===== config.mk =====
export PLATFORM = sky130hd
export DESIGN_NAME = timer_min_heap_top
export DESIGN_NICKNAME = d
export VERILOG_FILES = /design/src/hw/rtl/tmh_pkg.sv /design/src/hw/rtl/timer_min_heap_top.sv /design/src/hw/rtl/tmh_ram.sv /design/src/hw/rtl/tmh_front.sv /design/src/hw/rtl/tmh_engine.sv
export SDC_FILE = /design/constraint.sdc
export NUM_CORES = 2
export LEC_CHECK = 0
export BUFFER_PORTS_ARGS = -buffer_cell sky130_fd_sc_hd__buf_2
export CAP_MARGIN = 20
export CORE_MARGIN = 2
export CORE_UTILIZATION = 45
export DETAILED_ROUTE_END_ITERATION = 8
export PLACE_DENSITY = 0.63
export SLEW_MARGIN = 30
export SYNTH_ARGS = -nofsm -noshare
export SYNTH_HDL_FRONTEND = slang
export SYNTH_HIERARCHICAL = 1
export SYNTH_SLANG_ARGS = --single-unit

===== constraint.sdc =====
create_clock -name clock -period 8.16 [get_ports clock]
set_clock_uncertainty 0.05 [all_clocks]
set_input_delay 1.632 -clock clock [delete_from_list [all_inputs] [get_ports clock]]
set_output_delay 1.632 -clock clock [all_outputs]
set_load 0.1 [all_outputs]

===== src/hw/rtl/tmh_pkg.sv =====
// Shared types and constants for the timer min-heap block.
// Used by every module under hw/rtl but tmh_ram; depends on nothing.
`timescale 1ns / 1ps
package tmh_pkg;
   localparam int CAPACITY  = 64;
   localparam int ID_COUNT  = 256;
   localparam int TIME_BITS = 32;
   localparam int ID_BITS   = $clog2(ID_COUNT);
   localparam int ADDR_BITS = $clog2(CAPACITY);
   localparam int CNT_BITS  = $clog2(CAPACITY + 1);

   // Request kinds as they arrive on the input channel.
   localparam logic [1:0] REQ_ADD    = 2'd0;
   localparam logic [1:0] REQ_CANCEL = 2'd1;
   localparam logic [1:0] REQ_TICK   = 2'd2;

   typedef enum logic [1:0] {
      OP_ADD,
      OP_CANCEL,
      OP_TICK,
      OP_NOP
   } op_type;

   // One classified item as it waits in the queue.
   typedef struct packed {
      op_type               op;
      logic [ID_BITS-1:0]   id;
      logic [TIME_BITS-1:0] time_val;
   } item_type;

   // One heap slot.
   typedef struct packed {
      logic [TIME_BITS-1:0] expiry;
      logic [ID_BITS-1:0]   id;
   } entry_type;

   // One result item.
   typedef struct packed {
      logic                 status;
      logic                 fired;
      logic [ID_BITS-1:0]   fired_id;
      logic                 last;
      logic [CNT_BITS-1:0]  entry_count;
      logic [TIME_BITS-1:0] earliest_expire;
   } result_type;
endpackage


===== src/hw/rtl/timer_min_heap_top.sv =====
// The heap sits in a RAM with a single read port.
// Throughput: one item at a time in the sequencer; a two-entry queue takes items meanwhile.
// Reset: synchronous, active high; clears count, queue and result register at once, then a
// pass over all ID_COUNT (256) ids clears the cancel marks before the first item is served.
// Top level of the timer min-heap; depends on tmh_pkg, tmh_front and tmh_engine.
`timescale 1ns / 1ps
module timer_min_heap_top (
   input  logic        clock,
   input  logic        reset,
   input  logic        req_tvalid,
   output logic        req_tready,
   input  logic [1:0]  req_tuser,   // req_type
   input  logic [71:0] req_tdata,   // timer_id[7:0], new_expire[39:8], now_time[71:40]
   output logic        rsp_tvalid,
   input  logic        rsp_tready,
   output logic        rsp_tlast,
   output logic [1:0]  rsp_tuser,   // status[0], fired[1]
   output logic [47:0] rsp_tdata    // fired_id[7:0], entry_count[14:8],
                                    // earliest_expire[46:15], zero[47]
);
   import tmh_pkg::*;

   logic       q_valid, q_ready;
   item_type   q_item;
   result_type res;

   tmh_front u_front (
      .clock      (clock),
      .reset      (reset),
      .req_tvalid (req_tvalid),
      .req_tready (req_tready),
      .req_tuser  (req_tuser),
      .req_id     (req_tdata[7:0]),
      .req_expire (req_tdata[39:8]),
      .req_now    (req_tdata[71:40]),
      .q_valid    (q_valid),
      .q_item     (q_item),
      .q_ready    (q_ready)
   );

   tmh_engine u_engine (
      .clock     (clock),
      .reset     (reset),
      .q_valid   (q_valid),
      .q_item    (q_item),
      .q_ready   (q_ready),
      .rsp_valid (rsp_tvalid),
      .rsp_ready (rsp_tready),
      .rsp_data  (res)
   );

   // Pack the result item onto the stream.
   assign rsp_tlast = res.last;
   assign rsp_tuser = {res.fired, res.status};
   assign rsp_tdata = {1'b0, res.earliest_expire, res.entry_count, res.fired_id};
endmodule


===== src/hw/rtl/tmh_ram.sv =====
// Generic simple dual-port RAM: one write port, one read port, registered read.
// Stand-alone; no package needed.
`timescale 1ns / 1ps
module tmh_ram #(
   parameter int WIDTH = 8,
   parameter int DEPTH = 16
) (
   input  logic                     clock,
   input  logic                     we,
   input  logic [$clog2(DEPTH)-1:0] waddr,
   input  logic [WIDTH-1:0]         wdata,
   input  logic [$clog2(DEPTH)-1:0] raddr,
   output logic [WIDTH-1:0]         rdata
);
   logic [WIDTH-1:0] mem_ff [DEPTH];
   logic [WIDTH-1:0] rdata_ff;

   // Write port and registered read port.
   always_ff @(posedge clock) begin
      if (we) begin
         mem_ff[waddr] <= wdata;
      end
      rdata_ff <= mem_ff[raddr];
   end

   assign rdata = rdata_ff;
endmodule


===== src/hw/rtl/tmh_front.sv =====
// Front end: accepts request items, classifies them and queues them.
// Depends on tmh_pkg.
`timescale 1ns / 1ps
module tmh_front (
   input  logic                        clock,
   input  logic                        reset,
   input  logic                        req_tvalid,
   output logic                        req_tready,
   input  logic [1:0]                  req_tuser,
   input  logic [tmh_pkg::ID_BITS-1:0] req_id,
   input  logic [tmh_pkg::TIME_BITS-1:0] req_expire,
   input  logic [tmh_pkg::TIME_BITS-1:0] req_now,
   output logic                        q_valid,
   output tmh_pkg::item_type           q_item,
   input  logic                        q_ready
);
   import tmh_pkg::*;

   item_type  slot_ff [2];
   logic      wr_ptr_ff, wr_ptr_in;
   logic      rd_ptr_ff, rd_ptr_in;
   logic [1:0] fill_ff, fill_in;
   item_type  cls;
   logic      push, pop;

   // Classify the incoming item and keep only the time it needs.
   always_comb begin
      cls.id = req_id;
      case (req_tuser)
         REQ_ADD: begin
            cls.op       = OP_ADD;
            cls.time_val = req_expire;
         end
         REQ_CANCEL: begin
            cls.op       = OP_CANCEL;
            cls.time_val = req_expire;
         end
         REQ_TICK: begin
            cls.op       = OP_TICK;
            cls.time_val = req_now;
         end
         default: begin
            cls.op       = OP_NOP;
            cls.time_val = req_now;
         end
      endcase
   end

   assign req_tready = (fill_ff != 2'd2);
   assign push       = req_tvalid && req_tready;
   assign q_valid    = (fill_ff != 2'd0);
   assign pop        = q_valid && q_ready;
   assign q_item     = slot_ff[rd_ptr_ff];

   // Two-entry queue pointers and fill level.
   always_comb begin
      wr_ptr_in = push ? !wr_ptr_ff : wr_ptr_ff;
      rd_ptr_in = pop ? !rd_ptr_ff : rd_ptr_ff;
      fill_in   = fill_ff + {1'b0, push} - {1'b0, pop};
   end

   always_ff @(posedge clock) begin
      if (reset) begin
         wr_ptr_ff <= 1'b0;
         rd_ptr_ff <= 1'b0;
         fill_ff   <= 2'd0;
      end else begin
         wr_ptr_ff <= wr_ptr_in;
         rd_ptr_ff <= rd_ptr_in;
         fill_ff   <= fill_in;
      end
      if (push) begin
         slot_ff[wr_ptr_ff] <= cls;
      end
   end
endmodule


===== src/hw/rtl/tmh_engine.sv =====
// Back end: carries out add, cancel and tick on the heap and drives results.
// Depends on tmh_pkg and tmh_ram.
`timescale 1ns / 1ps
module tmh_engine (
   input  logic                clock,
   input  logic                reset,
   input  logic                q_valid,
   input  tmh_pkg::item_type   q_item,
   output logic                q_ready,
   output logic                rsp_valid,
   input  logic                rsp_ready,
   output tmh_pkg::result_type rsp_data
);
   import tmh_pkg::*;

   localparam int IW = ADDR_BITS + 2;

   typedef enum logic [3:0] {
      S_CLEAR, S_IDLE, S_EMIT, S_UP_CHK, S_UP_CMP, S_TK_CHK, S_TK_LAST,
      S_SD_L, S_SD_R, S_SD_CMP, S_TK_POPPED, S_TK_END
   } state_type;

   state_type            state_ff, state_in;
   item_type             cur_ff, cur_in;
   logic [CNT_BITS-1:0]  cnt_ff, cnt_in;
   logic [ID_BITS-1:0]   clr_ff, clr_in;
   entry_type            root_ff, root_in;
   logic [ADDR_BITS-1:0] hole_ff, hole_in;
   entry_type            moving_ff, moving_in;
   entry_type            left_ff, left_in;
   logic                 have_r_ff, have_r_in;
   logic [ID_BITS-1:0]   pid_ff, pid_in;
   logic                 pdead_ff, pdead_in;
   logic                 pend_ff, pend_in;
   result_type           pend_res_ff, pend_res_in;
   logic                 em_status_ff, em_status_in;
   logic                 rsp_valid_ff, rsp_valid_in;
   result_type           rsp_ff, rsp_in;

   logic                 we;
   logic [ADDR_BITS-1:0] waddr, raddr;
   entry_type            wdata, rdata;
   logic                 mk_we;
   logic [ID_BITS-1:0]   mk_waddr;
   logic                 mk_wdata, mk_rdata;
   logic                 out_free;
   logic [IW-1:0]        c_w, c1_w, cnt_w;
   logic [TIME_BITS-1:0] cur_exp;
   entry_type            child;
   logic [ADDR_BITS-1:0] cidx;

   tmh_ram #(.WIDTH($bits(entry_type)), .DEPTH(CAPACITY)) u_heap (
      .clock (clock),
      .we    (we),
      .waddr (waddr),
      .wdata (wdata),
      .raddr (raddr),
      .rdata (rdata)
   );

   // Cancel marks, one bit per id; always reads the mark of the current root.
   tmh_ram #(.WIDTH(1), .DEPTH(ID_COUNT)) u_marks (
      .clock (clock),
      .we    (mk_we),
      .waddr (mk_waddr),
      .wdata (mk_wdata),
      .raddr (root_ff.id),
      .rdata (mk_rdata)
   );

   assign out_free = !rsp_valid_ff || rsp_ready;
   assign c_w      = {1'b0, hole_ff, 1'b1};
   assign c1_w     = c_w + IW'(1);
   assign cnt_w    = IW'(cnt_ff);
   assign cur_exp  = (cnt_ff == '0) ? '0 : root_ff.expiry;

   // Pick the smaller child; ties go to the left.
   always_comb begin
      if (have_r_ff && (rdata.expiry < left_ff.expiry)) begin
         child = rdata;
         cidx  = c1_w[ADDR_BITS-1:0];
      end else begin
         child = left_ff;
         cidx  = c_w[ADDR_BITS-1:0];
      end
   end

   // Next-state logic for the heap sequencer.
   always_comb begin
      state_in     = state_ff;
      cur_in       = cur_ff;
      cnt_in       = cnt_ff;
      clr_in       = clr_ff;
      hole_in      = hole_ff;
      moving_in    = moving_ff;
      left_in      = left_ff;
      have_r_in    = have_r_ff;
      pid_in       = pid_ff;
      pdead_in     = pdead_ff;
      pend_in      = pend_ff;
      pend_res_in  = pend_res_ff;
      em_status_in = em_status_ff;
      rsp_valid_in = rsp_valid_ff && !rsp_ready;
      rsp_in       = rsp_ff;
      q_ready      = 1'b0;
      we           = 1'b0;
      waddr        = hole_ff;
      wdata        = moving_ff;
      raddr        = '0;
      mk_we        = 1'b0;
      mk_waddr     = cur_ff.id;
      mk_wdata     = 1'b0;

      unique case (state_ff)
         // After reset, walk every cancel mark and clear it.
         S_CLEAR: begin
            mk_we    = 1'b1;
            mk_waddr = clr_ff;
            mk_wdata = 1'b0;
            clr_in   = clr_ff + ID_BITS'(1);
            if (clr_ff == '1) begin
               state_in = S_IDLE;
            end
         end
         S_IDLE: begin
            if (q_valid) begin
               q_ready      = 1'b1;
               cur_in       = q_item;
               em_status_in = 1'b0;
               unique case (q_item.op)
                  OP_ADD: begin
                     if (cnt_ff == CNT_BITS'(CAPACITY)) begin
                        em_status_in = 1'b1;
                        state_in     = S_EMIT;
                     end else begin
                        hole_in  = cnt_ff[ADDR_BITS-1:0];
                        cnt_in   = cnt_ff + CNT_BITS'(1);
                        state_in = S_UP_CHK;
                     end
                  end
                  OP_CANCEL: begin
                     mk_we    = 1'b1;
                     mk_waddr = q_item.id;
                     mk_wdata = 1'b1;
                     state_in = S_EMIT;
                  end
                  OP_TICK: begin
                     pend_in  = 1'b0;
                     state_in = S_TK_CHK;
                  end
                  default: begin
                     state_in = S_EMIT;
                  end
               endcase
            end
         end
         S_EMIT: begin
            if (out_free) begin
               rsp_valid_in           = 1'b1;
               rsp_in.status          = em_status_ff;
               rsp_in.fired           = 1'b0;
               rsp_in.fired_id        = '0;
               rsp_in.last            = 1'b1;
               rsp_in.entry_count     = cnt_ff;
               rsp_in.earliest_expire = cur_exp;
               state_in               = S_IDLE;
            end
         end
         // Sift up: move parents down until the new key fits.
         S_UP_CHK: begin
            if (hole_ff == '0) begin
               we           = 1'b1;
               wdata.expiry = cur_ff.time_val;
               wdata.id     = cur_ff.id;
               mk_we        = 1'b1;
               mk_wdata     = 1'b0;
               state_in     = S_EMIT;
            end else begin
               raddr    = (hole_ff - ADDR_BITS'(1)) >> 1;
               state_in = S_UP_CMP;
            end
         end
         S_UP_CMP: begin
            we = 1'b1;
            if (rdata.expiry <= cur_ff.time_val) begin
               wdata.expiry = cur_ff.time_val;
               wdata.id     = cur_ff.id;
               mk_we        = 1'b1;
               mk_wdata     = 1'b0;
               state_in     = S_EMIT;
            end else begin
               wdata    = rdata;
               hole_in  = (hole_ff - ADDR_BITS'(1)) >> 1;
               state_in = S_UP_CHK;
            end
         end
         // Tick: pop the root while it has expired.
         S_TK_CHK: begin
            if ((cnt_ff == '0) || (root_ff.expiry > cur_ff.time_val)) begin
               state_in = S_TK_END;
            end else begin
               pid_in   = root_ff.id;
               pdead_in = mk_rdata;
               cnt_in   = cnt_ff - CNT_BITS'(1);
               if (cnt_in == '0) begin
                  state_in = S_TK_POPPED;
               end else begin
                  raddr    = cnt_in[ADDR_BITS-1:0];
                  state_in = S_TK_LAST;
               end
            end
         end
         S_TK_LAST: begin
            moving_in = rdata;
            hole_in   = '0;
            state_in  = S_SD_L;
         end
         // Sift down: read the left child, then the right slot, which is used only if present.
         S_SD_L: begin
            if (c_w >= cnt_w) begin
               we       = 1'b1;
               state_in = S_TK_POPPED;
            end else begin
               raddr    = c_w[ADDR_BITS-1:0];
               state_in = S_SD_R;
            end
         end
         S_SD_R: begin
            left_in   = rdata;
            have_r_in = (c1_w < cnt_w);
            raddr     = c1_w[ADDR_BITS-1:0];
            state_in  = S_SD_CMP;
         end
         S_SD_CMP: begin
            we = 1'b1;
            if (child.expiry < moving_ff.expiry) begin
               wdata    = child;
               hole_in  = cidx;
               state_in = S_SD_L;
            end else begin
               state_in = S_TK_POPPED;
            end
         end
         // A live pop is held back until it is known whether it is the final one.
         S_TK_POPPED: begin
            if (pdead_ff) begin
               state_in = S_TK_CHK;
            end else if (!pend_ff || out_free) begin
               if (pend_ff) begin
                  rsp_valid_in = 1'b1;
                  rsp_in       = pend_res_ff;
               end
               pend_in                     = 1'b1;
               pend_res_in.status          = 1'b0;
               pend_res_in.fired           = 1'b1;
               pend_res_in.fired_id        = pid_ff;
               pend_res_in.last            = 1'b0;
               pend_res_in.entry_count     = cnt_ff;
               pend_res_in.earliest_expire = cur_exp;
               state_in                    = S_TK_CHK;
            end
         end
         S_TK_END: begin
            if (out_free) begin
               rsp_valid_in           = 1'b1;
               rsp_in.status          = 1'b0;
               rsp_in.fired           = pend_ff;
               rsp_in.fired_id        = pend_ff ? pend_res_ff.fired_id : '0;
               rsp_in.last            = 1'b1;
               rsp_in.entry_count     = cnt_ff;
               rsp_in.earliest_expire = cur_exp;
               pend_in                = 1'b0;
               state_in               = S_IDLE;
            end
         end
         default: begin
            state_in = S_IDLE;
         end
      endcase

      // The root copy follows every write to slot zero.
      root_in = (we && (waddr == '0)) ? wdata : root_ff;
   end

   // State, counters and the result register.
   always_ff @(posedge clock) begin
      if (reset) begin
         state_ff     <= S_CLEAR;
         cnt_ff       <= '0;
         clr_ff       <= '0;
         pend_ff      <= 1'b0;
         rsp_valid_ff <= 1'b0;
      end else begin
         state_ff     <= state_in;
         cnt_ff       <= cnt_in;
         clr_ff       <= clr_in;
         pend_ff      <= pend_in;
         rsp_valid_ff <= rsp_valid_in;
      end
      cur_ff       <= cur_in;
      root_ff      <= root_in;
      hole_ff      <= hole_in;
      moving_ff    <= moving_in;
      left_ff      <= left_in;
      have_r_ff    <= have_r_in;
      pid_ff       <= pid_in;
      pdead_ff     <= pdead_in;
      pend_res_ff  <= pend_res_in;
      em_status_ff <= em_status_in;
      rsp_ff       <= rsp_in;
   end

   assign rsp_valid = rsp_valid_ff;
   assign rsp_data  = rsp_ff;

   // The heap never holds more than its capacity.
   a_cnt_max: assert property (@(posedge clock) disable iff (reset)
      cnt_ff <= CNT_BITS'(CAPACITY))
      else $error("heap count above capacity");

   // A pop that reads the last slot only happens on a non-empty heap.
   a_last_nonempty: assert property (@(posedge clock) disable iff (reset)
      (state_ff == S_TK_LAST) |-> (cnt_ff != '0))
      else $error("sift down on empty heap");

   // Items leave the queue only when the sequencer is idle.
   a_pop_idle: assert property (@(posedge clock) disable iff (reset)
      q_ready |-> ((state_ff == S_IDLE) && q_valid))
      else $error("queue popped while busy");

   // A rejected add leaves the heap full.
   a_reject_full: assert property (@(posedge clock) disable iff (reset)
      ((state_ff == S_EMIT) && em_status_ff) |-> (cnt_ff == CNT_BITS'(CAPACITY)))
      else $error("reject with room left");
endmodule

==> key figures <==
Status
  • Outcome: finished, final reports clean

Floorplan
  • DIE WIDTH: about 540 um
  • Vertical die dimension: approximately 540 um
  • Total number of placement rows: 196
  • Core box area: 0.2852 mm^2
  • Number of top-level design ports: 131
  • Effective utilization at floorplan: between 40 and 50%
  • Full die area: 0.2910 mm^2

Yosys
  • Count of yosys warnings during synthesis: 6
  • Yosys top cell area share: 73.89%
  • Synthesized area per cell: about 19 um^2
  • Largest cells by area after synthesis: edfxtp_1 (74%), mux4_2 (11%), ha_1 (1.4%)
  • Post-synthesis sequential area ratio: between 70% and 80%
  • Flops & latches, synth: between 3000 and 4000
  • Post-synth EDFFs: between 3000 and 4000
  • Total nets after synthesis: slightly below 7000
  • Cell taking the most area after synthesis: edfxtp_1
  • Post-synthesis instance area: 0.1290 mm^2
  • Post-synthesis async set-or-reset flop share: 0%
  • Predominant post-synthesis flop cell: edfxtp_1
  • Post-synth cell types: 79
  • Gate count of the mapped netlist: 6636

Drt
  • Wire length the detailed router placed on met1: approximately 140000 um
  • Drc violations: 0
  • Length of routed met3 wiring: 28750 um
  • Highest metal layer used by the detailed router: met4
  • 1st-pass router iterations: 7
  • Wire length per cell: about 30 um
  • Vias per cell: slightly above 6
  • WL final: approximately 330000 um
  • Met2 Wirelength: roughly 150000 um
  • Iteration-0 DRC count of the detailed router: between 7000 and 8000
  • Total via count after detailed routing: slightly below 70000
  • Post-detailed-route count of antenna-violating nets: 0

CTS
  • Clock Tree Root: clkbuf_16
  • Maximum buffer depth of the clock tree: 4
  • Clock-pin slew on the worst setup and hold paths: about 0.060 ns
  • CTS Hold Bufs: 0
  • H-tree Lvls: 5
  • Clock tree from TritonCTS: yes
  • Cts bufs inserted: approximately 330
  • Number of clock sinks seen by CTS: 3241
  • Setup bufs post-CTS: 0
  • Clock latency at the later pin of the worst-skew pair: around 0.89 ns
  • Total of cells resized after clock tree synthesis: 0

Finish
  • Layout-stage area growth over the synthesis result: 13.11%
  • Net count reported at finish: 7176
  • Fraction of final layout cells sized beyond drive strength 1: roughly 25%

Global routing
  • All-Layer GR Usage: ~22%
  • Grt ovf: 0
  • Vias in the first global route: 66970
  • Antenna violations before repair: 7
  • Largest net degree at the start of global routing: a little over 100
  • Wire length of the first global-routing pass: 476500 um

Placement
  • Worst-case setup slack after placement: between 1 and 1.5 ns
  • Number of buffers added on ports: 129
  • Placed wire-length estimate after detailed placement: 197700 um
  • Weighted congestion reported at the end of routability-driven placement: 0.9048

Timing
  • Final setup margin: between 1 and 1.5 ns
  • Worst-case headroom to the max-slew limit: between 30 and 40%
  • Total negative slack for setup checks: 0 ns
  • Hold Violations, Final: 0
  • Final min period: ~6.9 ns
  • Number of setup violations in the final report: 0
  • Post-route clock period utilization: 84.03%
  • Worst Tran Pin Value: between 1 and 1.5 ns
  • Number of max-slew violations in the final report: 0
  • RSZ-0062 raised after global routing: no
  • Maximum frequency from static timing analysis: approximately 0.15 GHz

Critical path
  • Worst path max stage delay: between 0.6 and 0.7 ns
  • Startpoint kind of the worst setup timing path: flop
  • Cell chain of the critical path: ha_1 -> a21o_1 -> a221o_1 -> a2bb2oi_1 -> and4b_1 -> and2_2 -> buf_4 -> nand2_1 -> o21ai_0 -> ha_1 -> a21o_1 -> a21oi_1 -> a21o_1 -> a21oi_1 -> a2111oi_0 -> o211a_1 -> a21oi_2 -> buf_4 -> nor3_4 -> buf_4 -> o21ai_4 -> buf_4
  • Slowest cell on crit path: and2_2
  • Type of the setup path with the least slack: reg2reg
  • CP most frequent cell: buf_4
  • CP Data Required Time: 8.61 ns
  • Setup crit end kind: flop
  • Maximum fanout along the worst path: 64
  • Crit path DAT: 7.31 ns

Job
  • Max-cap viol count: 0

Min path
  • Classification of the worst-slack hold path: reg2reg

Pwr
  • Maximum ir drop on the vdd rail: roughly 0.00017 V
  • P per Cell Area: around 220 mW/mm^2
  • Leakage: roughly 37 nW
## final timing paths
kind	start	endpoint	slack [ns]	cells past startpoint
worst max-delay path	u_engine/u_heap/rdata[25]	u_engine/u_heap/mem_ff[50][18]	1.30	22
worst min-delay path	u_engine/pid_ff[2]	u_engine/pend_res_ff[42]	0.37	0
worst max register to register	u_engine/u_heap/rdata[25]	u_engine/u_heap/mem_ff[50][18]	1.30	22
worst min register to register	u_engine/pid_ff[2]	u_engine/pend_res_ff[42]	0.37	0
## layout by cell type, fill, tap and decap left out, drive strengths merged, types with 43 or more instances in the layout
| cell type | instances |
|---|---|
| a21oi | 169 |
| clkinv | 130 |
| o21ai | 170 |
| inv | 144 |
| mux4 | 650 |
| and2 | 50 |
| o22ai | 173 |
| nor2 | 431 |
| edfxtp | 3174 |
| clkbuf | 404 |
| nor4 | 44 |
| nand2 | 140 |
| mux2i | 175 |
| o221ai | 46 |
| nor2b | 43 |
| buf | 362 |
| ha | 146 |
| mux2 | 150 |
| dfxtp | 67 |
| nand3 | 48 |
## logic make-up (layout without fill, tap and decap cells)
logic type	Yosys count	after routing	synth area share, %
compound gates	845	845	4.378
xor+xnor	27	27	0.1833
buf+inv	506	1077	1.876
mux	975	975	14.02
simple gates	895	895	3.200
fa+ha+maj	146	146	1.416
other cells	1	5	0.002907
flops	3241	3241	74.93
## through the flow
| stage | hold WS [ns] | std cells | util (%) | cell area (um^2) | power [W] |
|---|---|---|---|---|---|
| finish | 0.3727 | 10970 | 51.16 | 145900 | 0.03267 |
| global route | 0.3783 | 10970 | 51.15 | 145900 | 0.03351 |
| CTS | 0.3710 | 10970 | 51.13 | 145800 | 0.03289 |
| detailed placement | 0.3589 | 10380 | 47.55 | 135600 | 0.01854 |
| global placement | 0.3492 | 10380 | 47.46 | 135400 | 0.01854 |
| floorplan | 0.3355 | 6636 | - | 129000 | 0.01848 |
## layer usage
metal,vias to the layer above,track usage [%]
met5,-,0
met4,0,5.682
met1,36000,32.32
met3,486,3.904
li1,27890,-
met2,3099,35.21
## Yosys cell counts (12+ instances only)
| library cell | count |
|---|---|
| nand4_1 | 31 |
| nand3_1 | 48 |
| mux2_2 | 149 |
| o22a_1 | 26 |
| mux4_2 | 650 |
| buf_2 | 104 |
| o21ai_0 | 144 |
| inv_1 | 130 |
| nand2b_1 | 22 |
| o22ai_1 | 173 |
| nor3_1 | 29 |
| o221ai_1 | 46 |
| mux2i_1 | 175 |
| buf_4 | 64 |
| xor2_1 | 15 |
| a211oi_1 | 35 |
| and3_1 | 16 |
| nor2_1 | 431 |
| a21oi_1 | 168 |
| nor4_1 | 44 |
| a222oi_1 | 23 |
| nor2b_1 | 43 |
| a221o_1 | 26 |
| a22oi_1 | 30 |
| and2_1 | 48 |
| buf_1 | 22 |
| xnor2_1 | 12 |
| a21o_1 | 15 |
| ha_1 | 146 |
| dfxtp_1 | 67 |
| edfxtp_1 | 3174 |
| nand2_1 | 140 |
| o21ai_1 | 24 |
| buf_6 | 20 |
| a22o_1 | 27 |
| clkbuf_1 | 164 |
| a221oi_1 | 39 |
| o21a_1 | 12 |
## worst max-delay path, delay by kind of cell (launching register included)
| kind | cells | cell delay, ns |
|---|---|---|
| adders and majority gates | 2 | 0.64 |
| AOI/OAI and AO/OA | 12 | 2.27 |
| buffers and inverters | 4 | 1.37 |
| and+or+nand+nor | 4 | 1.44 |
| DFF | 1 | 0.54 |
## sequential cells by signal, indices dropped and copies added (netlist names), 2 cells and up, named ones only
register / count
u_engine/u_heap/mem_ff: 2560
u_engine/u_marks/mem_ff: 256
u_front/slot_ff: 84
u_engine/rsp_data: 50
u_engine/pend_res_ff: 47
u_engine/cur_ff: 40
u_engine/left_ff: 40
u_engine/moving_ff: 40
u_engine/root_ff: 40
u_engine/u_heap/rdata: 40
u_engine/clr_ff: 8
u_engine/pid_ff: 8
u_engine/cnt_ff: 7
u_engine/hole_ff: 6
u_engine/state_ff: 4
u_front/fill_ff: 2
## final cells by class
class | count | area [um^2]
diodes | 4 | 10.01
clock buffers | 404 | 8681
clock inverters | 179 | 1530
fillers | 22450 | 139300
inverters | 132 | 495.5
multi-input cells | 2889 | 31070
flip-flops and latches | 3241 | 96650
well taps | 3762 | 4707
repair buffers | 362 | 2760
## where the power goes
part | internal [W] | total, W | switching (W)
sequential | 0.0180 | 0.0180 | 0.0000107
clock | 0.00826 | 0.0145 | 0.00622
combinational | 0.0000497 | 0.000139 | 0.0000893
total | 0.0263 | 0.0327 | 0.00632
No activity file was read; power rests on OpenSTA's default activity.
